**src/rtl/core/sadma_pkg.sv**
```systemverilog
// Shared types and constants for the sprite and sample DMA unit.
// No dependencies; every other file in rtl/core refers to this package by scoped names.
package sadma_pkg;

    localparam int unsigned IN_TDATA_W  = 56;
    localparam int unsigned IN_TUSER_W  = 1;
    localparam int unsigned OUT_TDATA_W = 32;
    localparam int unsigned OUT_TUSER_W = 2;
    localparam int unsigned COUNT_W     = 9;

    localparam logic [15:0] SPRITE_PORT_ADDR = 16'h2004;
    localparam logic [15:0] SPRITE_DMA_ADDR  = 16'h4014;
    localparam logic [15:0] JOY1_ADDR        = 16'h4016;
    localparam logic [15:0] JOY2_ADDR        = 16'h4017;

    typedef enum logic [1:0] {
        KIND_NONE   = 2'd0,
        KIND_DUMMY  = 2'd1,
        KIND_SPRITE = 2'd2,
        KIND_SAMPLE = 2'd3
    } read_kind_t;

    typedef struct packed {
        logic        get_cycle;
        logic        cpu_access;
        logic        cpu_write;
        logic [15:0] cpu_address;
        logic [7:0]  cpu_write_data;
        logic        sample_request;
        logic        sample_abort_only;
        logic [15:0] sample_address;
        logic [7:0]  fetched_byte;
    } item_t;

    typedef struct packed {
        logic         cpu_ready;
        read_kind_t   read_kind;
        logic [15:0]  read_address;
        logic         sprite_write_valid;
        logic [7:0]   sprite_write_data;
        logic         sample_accepted;
        logic         dma_busy;
    } result_t;

    typedef struct packed {
        logic               sprite_pending;
        logic               sprite_active;
        logic               sprite_write_due;
        logic [7:0]         sprite_page;
        logic [7:0]         sprite_offset;
        logic [COUNT_W-1:0] sprite_count;
        logic               sample_active;
        logic               sample_abort;
        logic [15:0]        sample_addr_held;
        logic               sample_dummy_due;
        logic               halt_wanted;
        logic               cpu_halted;
        logic [15:0]        halted_address;
    } dma_state_t;

    // Handshake status passed from the pipeline control to the stages.
    typedef struct packed {
        logic advance;
    } pipe_ctrl_t;

endpackage

```
**src/rtl/core/sadma_in_stage.sv**
```systemverilog
// Input register of the sprite and sample DMA unit: holds one accepted transaction.
// Depends on sadma_pkg for the item type and the bus width.
module sadma_in_stage
(
    input  logic                                clk,
    input  logic                                rst_n,
    input  logic                                s_axis_tvalid,
    output logic                                s_axis_tready,
    input  logic [sadma_pkg::IN_TDATA_W-1:0]    s_axis_tdata,
    input  logic [sadma_pkg::IN_TUSER_W-1:0]    s_axis_tuser,
    input  sadma_pkg::pipe_ctrl_t               ctrl,
    output logic                                item_valid,
    output sadma_pkg::item_t                    item
);

    logic             in_valid_reg;
    logic             in_valid_next;
    sadma_pkg::item_t in_item_reg;
    sadma_pkg::item_t in_item_next;
    logic             take;

    // The register empties whenever its item moves on, so a new item may enter the same cycle.
    assign s_axis_tready = !in_valid_reg || ctrl.advance;
    assign take          = s_axis_tvalid && s_axis_tready;

    always_comb
    begin
        in_valid_next = in_valid_reg;
        if (take)
        begin
            in_valid_next = 1'b1;
        end
        else if (ctrl.advance)
        begin
            in_valid_next = 1'b0;
        end
    end

    always_comb
    begin
        in_item_next                   = in_item_reg;
        if (take)
        begin
            in_item_next.get_cycle         = s_axis_tuser[0];
            in_item_next.cpu_access        = s_axis_tdata[0];
            in_item_next.cpu_write         = s_axis_tdata[1];
            in_item_next.cpu_address       = s_axis_tdata[17:2];
            in_item_next.cpu_write_data    = s_axis_tdata[25:18];
            in_item_next.sample_request    = s_axis_tdata[26];
            in_item_next.sample_abort_only = s_axis_tdata[27];
            in_item_next.sample_address    = s_axis_tdata[43:28];
            in_item_next.fetched_byte      = s_axis_tdata[51:44];
        end
    end

    always_ff @(posedge clk or negedge rst_n)
    begin
        if (!rst_n)
        begin
            in_valid_reg <= 1'b0;
        end
        else
        begin
            in_valid_reg <= in_valid_next;
        end
    end

    always_ff @(posedge clk)
    begin
        in_item_reg <= in_item_next;
    end

    assign item_valid = in_valid_reg;
    assign item       = in_item_reg;

endmodule

```
**src/rtl/core/sadma_step.sv**
```systemverilog
// One CPU-cycle step of the DMA unit: next state and result from the current state and item.
// Depends on sadma_pkg for the state, item and result types and the fixed addresses.
module sadma_step
#(
    parameter int unsigned SPRITE_BYTES = 256
)
(
    input  sadma_pkg::dma_state_t state,
    input  sadma_pkg::item_t      item,
    output sadma_pkg::dma_state_t state_next,
    output sadma_pkg::result_t    result
);

    localparam logic [sadma_pkg::COUNT_W-1:0] COUNT_END = sadma_pkg::COUNT_W'(SPRITE_BYTES);

    always_comb
    begin
        sadma_pkg::dma_state_t s;
        sadma_pkg::result_t    r;
        logic                  cpu_wrote;
        logic                  sample_ready;
        logic                  dummy_ok;

        s            = state;
        r            = '0;
        r.read_kind  = sadma_pkg::KIND_NONE;
        cpu_wrote    = item.cpu_access && item.cpu_write;
        sample_ready = state.sample_active && !state.halt_wanted && !state.sample_dummy_due;
        // Dummy reads of the controller ports would clock their shift registers.
        dummy_ok     = (state.halted_address != sadma_pkg::JOY1_ADDR) &&
                       (state.halted_address != sadma_pkg::JOY2_ADDR);

        if (!state.cpu_halted)
        begin
            if (cpu_wrote && item.cpu_address == sadma_pkg::SPRITE_DMA_ADDR)
            begin
                s.sprite_page    = item.cpu_write_data;
                s.sprite_offset  = '0;
                s.sprite_pending = 1'b1;
            end
            if (state.halt_wanted)
            begin
                if (cpu_wrote)
                begin
                    // A write cycle cannot be halted; an abort-only request gives up here.
                    if (state.sample_active && state.sample_abort)
                    begin
                        s.sample_active    = 1'b0;
                        s.sample_abort     = 1'b0;
                        s.sample_dummy_due = 1'b0;
                        if (!state.sprite_active)
                        begin
                            s.halt_wanted = 1'b0;
                        end
                    end
                end
                else
                begin
                    s.cpu_halted     = 1'b1;
                    s.halted_address = item.cpu_address;
                    s.halt_wanted    = 1'b0;
                    if (state.sample_abort)
                    begin
                        s.sample_active = 1'b0;
                        s.sample_abort  = 1'b0;
                        if (!state.sprite_active)
                        begin
                            s.cpu_halted = 1'b0;
                        end
                    end
                end
            end
        end
        else
        begin
            if (item.get_cycle)
            begin
                if (sample_ready)
                begin
                    r.read_kind     = sadma_pkg::KIND_SAMPLE;
                    r.read_address  = state.sample_addr_held;
                    s.sample_active = 1'b0;
                    s.sample_abort  = 1'b0;
                end
                else if (state.sprite_active && !state.sprite_write_due)
                begin
                    r.read_kind        = sadma_pkg::KIND_SPRITE;
                    r.read_address     = {state.sprite_page, state.sprite_offset};
                    s.sprite_write_due = 1'b1;
                end
                else if (dummy_ok)
                begin
                    r.read_kind    = sadma_pkg::KIND_DUMMY;
                    r.read_address = state.halted_address;
                end
            end
            else if (state.sprite_active && state.sprite_write_due)
            begin
                r.sprite_write_valid = 1'b1;
                r.sprite_write_data  = item.fetched_byte;
                s.sprite_write_due   = 1'b0;
                s.sprite_offset      = state.sprite_offset + 8'd1;
                s.sprite_count       = state.sprite_count + 1'b1;
                if (s.sprite_count == COUNT_END)
                begin
                    s.sprite_active = 1'b0;
                end
            end
            else if (dummy_ok)
            begin
                r.read_kind    = sadma_pkg::KIND_DUMMY;
                r.read_address = state.halted_address;
            end

            if (state.halt_wanted)
            begin
                s.halt_wanted = 1'b0;
            end
            else if (state.sample_dummy_due)
            begin
                s.sample_dummy_due = 1'b0;
            end

            if (!s.sprite_active && !s.sample_active)
            begin
                s.cpu_halted = 1'b0;
            end
        end

        // New requests are registered after the cycle's work.
        if (s.sprite_pending)
        begin
            if (!s.sprite_active)
            begin
                s.sprite_active    = 1'b1;
                s.sprite_write_due = 1'b0;
                s.sprite_count     = '0;
                s.sprite_offset    = '0;
                s.halt_wanted      = 1'b1;
            end
            s.sprite_pending = 1'b0;
        end
        if (!s.sample_active && item.sample_request)
        begin
            s.sample_active    = 1'b1;
            s.sample_abort     = item.sample_abort_only;
            s.sample_addr_held = item.sample_address;
            s.halt_wanted      = 1'b1;
            s.sample_dummy_due = !item.sample_abort_only;
            r.sample_accepted  = 1'b1;
        end

        r.cpu_ready = !(s.cpu_halted || s.halt_wanted);
        r.dma_busy  = s.sprite_pending || s.sprite_active || s.sample_active ||
                      s.cpu_halted || s.halt_wanted;

        state_next = s;
        result     = r;
    end

endmodule

```
**src/rtl/core/sadma_out_stage.sv**
```systemverilog
// Result register of the sprite and sample DMA unit and its master-side stream port.
// Depends on sadma_pkg for the result type and the bus widths.
module sadma_out_stage
(
    input  logic                                clk,
    input  logic                                rst_n,
    input  sadma_pkg::pipe_ctrl_t               ctrl,
    input  sadma_pkg::result_t                  result,
    input  logic                                m_axis_tready,
    output logic                                m_axis_tvalid,
    output logic [sadma_pkg::OUT_TDATA_W-1:0]   m_axis_tdata,
    output logic [sadma_pkg::OUT_TUSER_W-1:0]   m_axis_tuser,
    output logic                                out_free
);

    logic               out_valid_reg;
    logic               out_valid_next;
    sadma_pkg::result_t out_data_reg;
    sadma_pkg::result_t out_data_next;

    // Free when empty or when the held result leaves this cycle.
    assign out_free = !out_valid_reg || m_axis_tready;

    always_comb
    begin
        out_valid_next = out_valid_reg;
        out_data_next  = out_data_reg;
        if (ctrl.advance)
        begin
            out_valid_next = 1'b1;
            out_data_next  = result;
        end
        else if (m_axis_tready)
        begin
            out_valid_next = 1'b0;
        end
    end

    always_ff @(posedge clk or negedge rst_n)
    begin
        if (!rst_n)
        begin
            out_valid_reg <= 1'b0;
        end
        else
        begin
            out_valid_reg <= out_valid_next;
        end
    end

    always_ff @(posedge clk)
    begin
        out_data_reg <= out_data_next;
    end

    assign m_axis_tvalid = out_valid_reg;
    assign m_axis_tuser  = out_data_reg.read_kind;
    assign m_axis_tdata  = {4'b0000,
                            out_data_reg.dma_busy,
                            out_data_reg.sample_accepted,
                            out_data_reg.sprite_write_data,
                            out_data_reg.sprite_write_valid,
                            out_data_reg.read_address,
                            out_data_reg.cpu_ready};

endmodule

```
**src/rtl/core/sprite_and_sample_dma_unit.sv**
```systemverilog
// Top level of the sprite and sample DMA unit: handshake control, DMA state registers, stages.
// Depends on sadma_pkg, sadma_in_stage, sadma_step and sadma_out_stage.
//
// Usage. Each slave-side transaction is one CPU cycle: the CPU bus access, the sample
// channel request and the byte returned by the DMA read issued for the previous cycle.
// Each transaction yields exactly one master-side transaction that carries the ready level
// for the next CPU cycle, the DMA read (kind and address), the sprite port write, whether
// the sample request was taken, and a busy flag. A write to 0x4014 arms a sprite copy of
// SPRITE_BYTES bytes; a sample request arms a one-byte fetch or only a halt attempt.
//
// A transaction accepted into the input register is stepped once the result register has room:
// the step logic then writes the result register and the DMA state together, and the result
// is offered on the master side from the result register.
// Throughput is one transaction per cycle while the receiver does not stall, set by the single
// step between the input and result registers, which also closes the state loop.
//
// Reset clears the DMA state and both stage valid flags; the unit then takes items at once.
// When the receiver stalls, the held result stays on the master side and stepping stops;
// an empty input register still takes one more transaction, and then tready stays low
// until the result register frees.
module sprite_and_sample_dma_unit
#(
    parameter int unsigned SPRITE_BYTES = 256
)
(
    input  logic                                clk,
    input  logic                                rst_n,
    input  logic                                s_axis_tvalid,
    output logic                                s_axis_tready,
    // Fields from bit 0: cpu_access, cpu_write, cpu_address[15:0], cpu_write_data[7:0],
    // sample_request, sample_abort_only, sample_address[15:0], fetched_byte[7:0], zero pad.
    input  logic [sadma_pkg::IN_TDATA_W-1:0]    s_axis_tdata,
    // Fields from bit 0: get_cycle.
    input  logic [sadma_pkg::IN_TUSER_W-1:0]    s_axis_tuser,
    output logic                                m_axis_tvalid,
    input  logic                                m_axis_tready,
    // Fields from bit 0: cpu_ready, read_address[15:0], sprite_write_valid,
    // sprite_write_data[7:0], sample_accepted, dma_busy, zero pad.
    output logic [sadma_pkg::OUT_TDATA_W-1:0]   m_axis_tdata,
    // Fields from bit 0: read_kind[1:0].
    output logic [sadma_pkg::OUT_TUSER_W-1:0]   m_axis_tuser
);

    sadma_pkg::pipe_ctrl_t ctrl;
    logic                  item_valid;
    logic                  out_free;
    sadma_pkg::item_t      item;
    sadma_pkg::dma_state_t state_reg;
    sadma_pkg::dma_state_t state_next;
    sadma_pkg::dma_state_t step_state;
    sadma_pkg::result_t    step_result;

    // An item is stepped when it sits in the input register and the result register has room.
    assign ctrl.advance  = item_valid && out_free;

    sadma_in_stage u_in_stage
    (
        .clk           (clk),
        .rst_n         (rst_n),
        .s_axis_tvalid (s_axis_tvalid),
        .s_axis_tready (s_axis_tready),
        .s_axis_tdata  (s_axis_tdata),
        .s_axis_tuser  (s_axis_tuser),
        .ctrl          (ctrl),
        .item_valid    (item_valid),
        .item          (item)
    );

    sadma_step
    #(
        .SPRITE_BYTES (SPRITE_BYTES)
    )
    u_step
    (
        .state      (state_reg),
        .item       (item),
        .state_next (step_state),
        .result     (step_result)
    );

    // The DMA state moves only when a CPU cycle is stepped.
    assign state_next = ctrl.advance ? step_state : state_reg;

    always_ff @(posedge clk or negedge rst_n)
    begin
        if (!rst_n)
        begin
            state_reg <= '0;
        end
        else
        begin
            state_reg <= state_next;
        end
    end

    sadma_out_stage u_out_stage
    (
        .clk           (clk),
        .rst_n         (rst_n),
        .ctrl          (ctrl),
        .result        (step_result),
        .m_axis_tready (m_axis_tready),
        .m_axis_tvalid (m_axis_tvalid),
        .m_axis_tdata  (m_axis_tdata),
        .m_axis_tuser  (m_axis_tuser),
        .out_free      (out_free)
    );

    // The DMA state holds whenever no CPU cycle is stepped.
    a_state_holds : assert property (@(posedge clk) disable iff (!rst_n)
        !ctrl.advance |=> $stable(state_reg))
        else $error("DMA state changed without a stepped cycle");

    // A cycle stepped while the CPU runs issues no DMA read and no sprite write.
    a_no_dma_unhalted : assert property (@(posedge clk) disable iff (!rst_n)
        (ctrl.advance && !state_reg.cpu_halted) |=>
            (m_axis_tuser == sadma_pkg::KIND_NONE && !m_axis_tdata[17]))
        else $error("DMA bus activity while the CPU was not halted");

    // The byte count never passes the copy length.
    a_count_bound : assert property (@(posedge clk) disable iff (!rst_n)
        state_reg.sprite_count <= sadma_pkg::COUNT_W'(SPRITE_BYTES))
        else $error("Sprite byte count beyond copy length");

    // A pending sprite write belongs to an active copy.
    a_write_due_active : assert property (@(posedge clk) disable iff (!rst_n)
        state_reg.sprite_write_due |-> state_reg.sprite_active)
        else $error("Sprite write due without an active copy");

    // A stalled CPU always comes with a busy DMA unit.
    a_stall_busy : assert property (@(posedge clk) disable iff (!rst_n)
        (m_axis_tvalid && !m_axis_tdata[0]) |-> m_axis_tdata[27])
        else $error("CPU held without DMA activity");

endmodule
```
**config.mk**
```make
export PLATFORM = sky130hd
export DESIGN_NAME = sprite_and_sample_dma_unit
export DESIGN_NICKNAME = d
export VERILOG_FILES = /design/src/rtl/core/sadma_pkg.sv /design/src/rtl/core/sadma_in_stage.sv /design/src/rtl/core/sadma_step.sv /design/src/rtl/core/sadma_out_stage.sv /design/src/rtl/core/sprite_and_sample_dma_unit.sv
export SDC_FILE = /design/constraint.sdc
export NUM_CORES = 1
export LEC_CHECK = 0
export ABC_AREA = 1
export BUFFER_PORTS_ARGS = -buffer_cell sky130_fd_sc_hd__buf_2
export CAP_MARGIN = 30
export CORE_UTILIZATION = 58
export DETAILED_ROUTE_END_ITERATION = 7
export PLACE_DENSITY_LB_ADDON = 0.05
export SYNTH_ARGS = -nofsm -noshare
export SYNTH_HDL_FRONTEND = slang
export SYNTH_HIERARCHICAL = 1
export SYNTH_SLANG_ARGS = --single-unit
```
**constraint.sdc**
```tcl
create_clock -name clk -period 4.9 [get_ports clk]
set_input_delay 0.49 -clock clk [delete_from_list [all_inputs] [get_ports clk]]
set_output_delay 0.49 -clock clk [all_outputs]
set_load 0.005 [all_outputs]
```
# == Word level (Yosys, flattened, before mapping) ==
# Cells that the tools add are included.
# op_classes
add_sub_neg,2
n_mul,0
div,0
n_lt_le_gt_ge,0
eq_ne,8
shift,0
mux,51
bitwise_logic,3
reduce_logical,41
# op_table
op,count
$mux W17,7
$mux W18,3
$ne A16 B15 Y1 const B,2
$mux W2,12
$mux W1,22
$mux W20,1
$mux W19,1
$mux W9,2
$eq A16 B15 Y1 const B,1
$mux W8,2
$logic_and A1 B1 Y1,12
$logic_not A1 Y1,10
$reduce_and A5 Y1,2
$add A9 B1 Y9 const B,1
$eq A9 B9 Y1 const B,1
$reduce_bool A3 Y1,3
$add A8 B1 Y8 const B,1
$logic_or A1 B1 Y1,6
$ne A3 B1 Y1 const B,2
$ne A4 B4 Y1 const B,1
$reduce_and A4 Y1,1
$reduce_bool A2 Y1,2
$mux W3,1
$ne A3 B2 Y1 const B,1
other kinds (6),8
# totals
register_bits,150
latchBits,0
ram_bits,0
rom_bits,0
out_inout_bits,36
wordCells,136
n_memories,0

# == Longest topological paths before layout ==
# depth
word_depth,16
mapped_depth,14
depth_no_buf,14

# == Modules after synthesis ==
# The synthesis kept the hierarchy.
# modules_own_cells
module,instances,cells_each,area_per_inst_um2,seq_area_each_um2
sprite_and_sample_dma_unit,1,283,2556.2,1626.6
sadma_step,1,397,1898.1,0.0
sadma_in_stage,1,59,1636.6,1616.6
sadma_out_stage,1,40,979.7,925.9

# == Worst setup path after synthesis ==
# Ideal clock, no wire load.
# synth_timing
path_kind,input port to flip-flop
start,input m_axis_tready
end,"register u_in_stage.in_item_reg, in the netlist u_in_stage/item[0] (enable)"
setup_time_ns,0.481
arrival_time_ns,4.059
required_time_ns,4.419
path_slack_ns,0.360
stages,8
path_buffers,2
cell_sequence,inv_1 nand2_2 nand2_1 buf_4 buf_2 inv_2 inv_1 a21oi_1
# synth_between
elab_chain_len,4
# synth_lines
item,line_no,text
"start, declared",sprite_and_sample_dma_unit.sv:36,"input logic m_axis_tready,"
$logic_or A1 B1 Y1,sadma_out_stage.sv:22,assign out_free = !out_valid_reg || m_axis_tready;
net out_free,sprite_and_sample_dma_unit.sv:46,logic out_free;
$logic_and A1 B1 Y1,sprite_and_sample_dma_unit.sv:54,assign ctrl.advance = item_valid && out_free;
net ctrl,sprite_and_sample_dma_unit.sv:44,sadma_pkg::pipe_ctrl_t ctrl;
$logic_or A1 B1 Y1,sadma_in_stage.sv:23,assign s_axis_tready = !in_valid_reg || ctrl.advance;
$logic_and A1 B1 Y1,sadma_in_stage.sv:24,assign take = s_axis_tvalid && s_axis_tready;
"end signal, assigned",sadma_in_stage.sv:70,in_item_reg <= in_item_next;
"end, declared",sadma_in_stage.sv:18,sadma_pkg::item_t in_item_reg;
# The timed path passes the listed nets, and every way through them passes these cells.
# A chain may end at the register's enable or synchronous reset.

==> qor.txt <==
RSZ-0062 raised after global routing = no
multi-input logic area = 2437 um^2
GR Overflow Total = 0
Total Routed Length = 16,720 um
largest net degree at the start of global routing = 68
# diodes = 0
setup bufs post-CTS = 0
I/O pins = 97
Synth warnings = 6
Seq/Total Area, Yosys = 58.96%
Worst EP arrival = 3.15 ns
mux contribution to synthesized area = 0.4778%
XOR/XNOR Fraction of Synth Area = 0.6194%
CTS H-tree depth = 4
adder-cell share of the synthesized area = 0.3539%
setup TNS = 0 ns
WL/cell = 16.55 um
DRC = 0
total power = 4.245 mW
Clock Sink Count = 150
First DRT Iteration DRCs = 620
CP endpoint kind = flip-flop
post-synth cell types = 41
Hold WC Path Type = input port to asynchronous set/reset pin
routed vias/inst = 5.716
Slew @ Worst Pin = 0.9414 ns
P per Cell Area = 522.4 nW/um^2
P_leak = 3.845 nW
Hold Buf Count CTS = 0
Worst-path clk slew = 0.06 ns
clk buf depth = 2
post-DP HPWL = 10,460 um
final clock skew = 0.009688 ns
first-pass GRT wire length = 27,290 um
die height = 112.4 um
port bufs = 88
crit-path max FO = 13
sequential cell area = 4170 um^2
Synth Area in Compound Gates = 7.362%
Final Wtd Congestion = 0.9016
core area = 11,660 um^2
Worst Path Class, Setup = flip-flop to flip-flop
Mapped Cells = 779
Slew HR = 37.01%
WP data required = 5.21 ns
Die Area = 12,640 um^2
number of filler cells placed in the layout = 905
MaxCap Viol Count = 0
initial antenna violation count = 0
DR vias = 5,773
status = completed
Startpoint Class = flip-flop
Max VDD drop = 0.0003839 V
vias in the first global route = 5,551
Nets = 917
Post-Synth Simple-Gate Area = 25.20%
number of flip-flops in the largest register = 65
TritonCTS clock tree = yes
Num CTS Buffers = 17
Slew Limit Fails = 0
final count of negative-setup-slack endpoints = 0
TritonRoute pass-1 iters = 5
min Tclk post-route = 2.840 ns
Initial Util = 60.63%
fraction of layout cells with a size suffix above 1 = 17.07%
row count = 39
Max Fclk = 352.1 MHz
GRT Util Overall = 28.32%
Avg Cell Area, Syn = 9.076 um^2
Synth Cell Area = 7071 um^2
main combinational cell family by area after synthesis = simple AND/OR/NAND/NOR gates
Clock Latency Late Sink = 0.42 ns
Final period util = 57.96%
area delta synth->final = 14.94%
chip width = 112.4 um
final hold violation count = 0
CTS resizes = 0
post-route ant nets = 0
Seq cells post-synth = 150
root buffer cell = clkbuf_16
## final timing paths
path	start	endpoint	slack (ns)	cells past startpoint
setup / recovery	state_reg[16]	state_reg[50]	2.06	11
hold / removal	rst_n	u_in_stage/item_valid	0.17	3
setup reg to reg	state_reg[16]	state_reg[50]	2.06	11
hold reg to reg	state_reg[64]	state_reg[64]	0.47	2
max in group asynchronous	rst_n	state_reg[8]	4.44	3
min in group clk	s_axis_tdata[21]	u_in_stage/item[29]	0.24	1
## cell usage in the layout, fill, tap and decap left out, drive strengths merged, types with 2 or more instances in the layout
master,count
nand2,268
buf,96
nand3,85
edfxtp,83
dfrtp,67
inv,67
nor2,45
o21ai,37
a21oi,25
clkbuf,22
nor3,10
o22ai,9
nand4,8
conb,5
xor2,5
a221oi,4
a211oi,4
clkinv,4
mux2,3
and3,3
clkinvlp,2
bufinv,2
o21a,2
a22oi,2
o2111ai,2
ha,2
## cell type report
class	instances	area share [%]
Sequential cell	150	51.32
Multi-Input combinational cell	524	29.99
Inverter	65	3.018
Clock buffer	22	5.589
Tap cell	143	2.202
Timing Repair Buffer	96	6.405
Clock inverter	10	1.478
## Yosys cell counts (all sizes together)
master / instances / area [um^2]
o2111ai: 2 / 17.52
dfrtp: 67 / 1677
nand3: 85 / 442.9
xor2: 5 / 43.79
edfxtp: 83 / 2492
a31oi: 1 / 6.260
inv: 64 / 240.2
mux2: 3 / 33.78
buf: 37 / 221.5
a21oi: 25 / 125.1
a22oi: 2 / 15.01
a211oi: 4 / 30.03
o21ai: 37 / 192.7
clkinv: 1 / 5.000
nor2: 45 / 185.2
clkbuf: 6 / 22.52
ha: 2 / 25.02
nor4: 1 / 6.260
a221oi: 4 / 35.03
nor3: 10 / 55.05
o22ai: 9 / 56.30
o211a: 1 / 10.01
o21a: 2 / 15.01
nand2: 268 / 1023
conb: 2 / 7.510
and3: 3 / 18.77
a311oi: 1 / 8.760
o221ai: 1 / 8.760
nand4: 8 / 50.05
## metal layers
layer | GRT usage [%] | wire length, um | vias up
met5 | 0 | 0 | -
met4 | 12.18 | 444 | 0
met3 | 6.317 | 931 | 30
met2 | 47.08 | 8352 | 232
met1 | 35.97 | 6987 | 2782
li1 | - | - | 2729
## cell families after synthesis
| kind of cell | Yosys count |
|---|---|
| buf+inv | 108 |
| xor+xnor | 5 |
| simple gates | 420 |
| other cells | 2 |
| flops | 150 |
| mux | 3 |
| fa+ha+maj | 2 |
| compound gates | 89 |
## critical path: stages (launching register included)
cell and delay [ns]:
dfrtp_1 0.51, inv_2 0.18, nand2_1 0.07, nor2_1 0.09, nand4_1 0.10, nor2_1 0.74, inv_1 0.50, nand2_1 0.15
o21ai_0 0.09, and3_1 0.16, nand3_1 0.08, nand2_1 0.06
## metrics by stage
stage | utilization, % | instance area (um^2) | hold WS [ns] | setup WS (ns) | cells
after floorplan | - | 7082 | 0.1944 | 0.3604 | 782
after global placement | 64.52 | 7525 | 0.4537 | 2.181 | 977
after detailed placement | 64.52 | 7525 | 0.4591 | 2.128 | 977
after CTS | 69.45 | 8099 | 0.2230 | 2.114 | 1009
after global routing | 69.68 | 8127 | 0.1832 | 1.841 | 1010
final | 69.68 | 8127 | 0.1678 | 2.060 | 1010
## where the power goes
group	switching, mW	internal (mW)	leakage (nW)	total [mW]
clock	0.503	0.766	0.275	1.27
sequential	0.209	1.63	1.69	1.84
combinational	0.759	0.376	1.88	1.14
No activity file was read; power rests on OpenSTA's default activity.
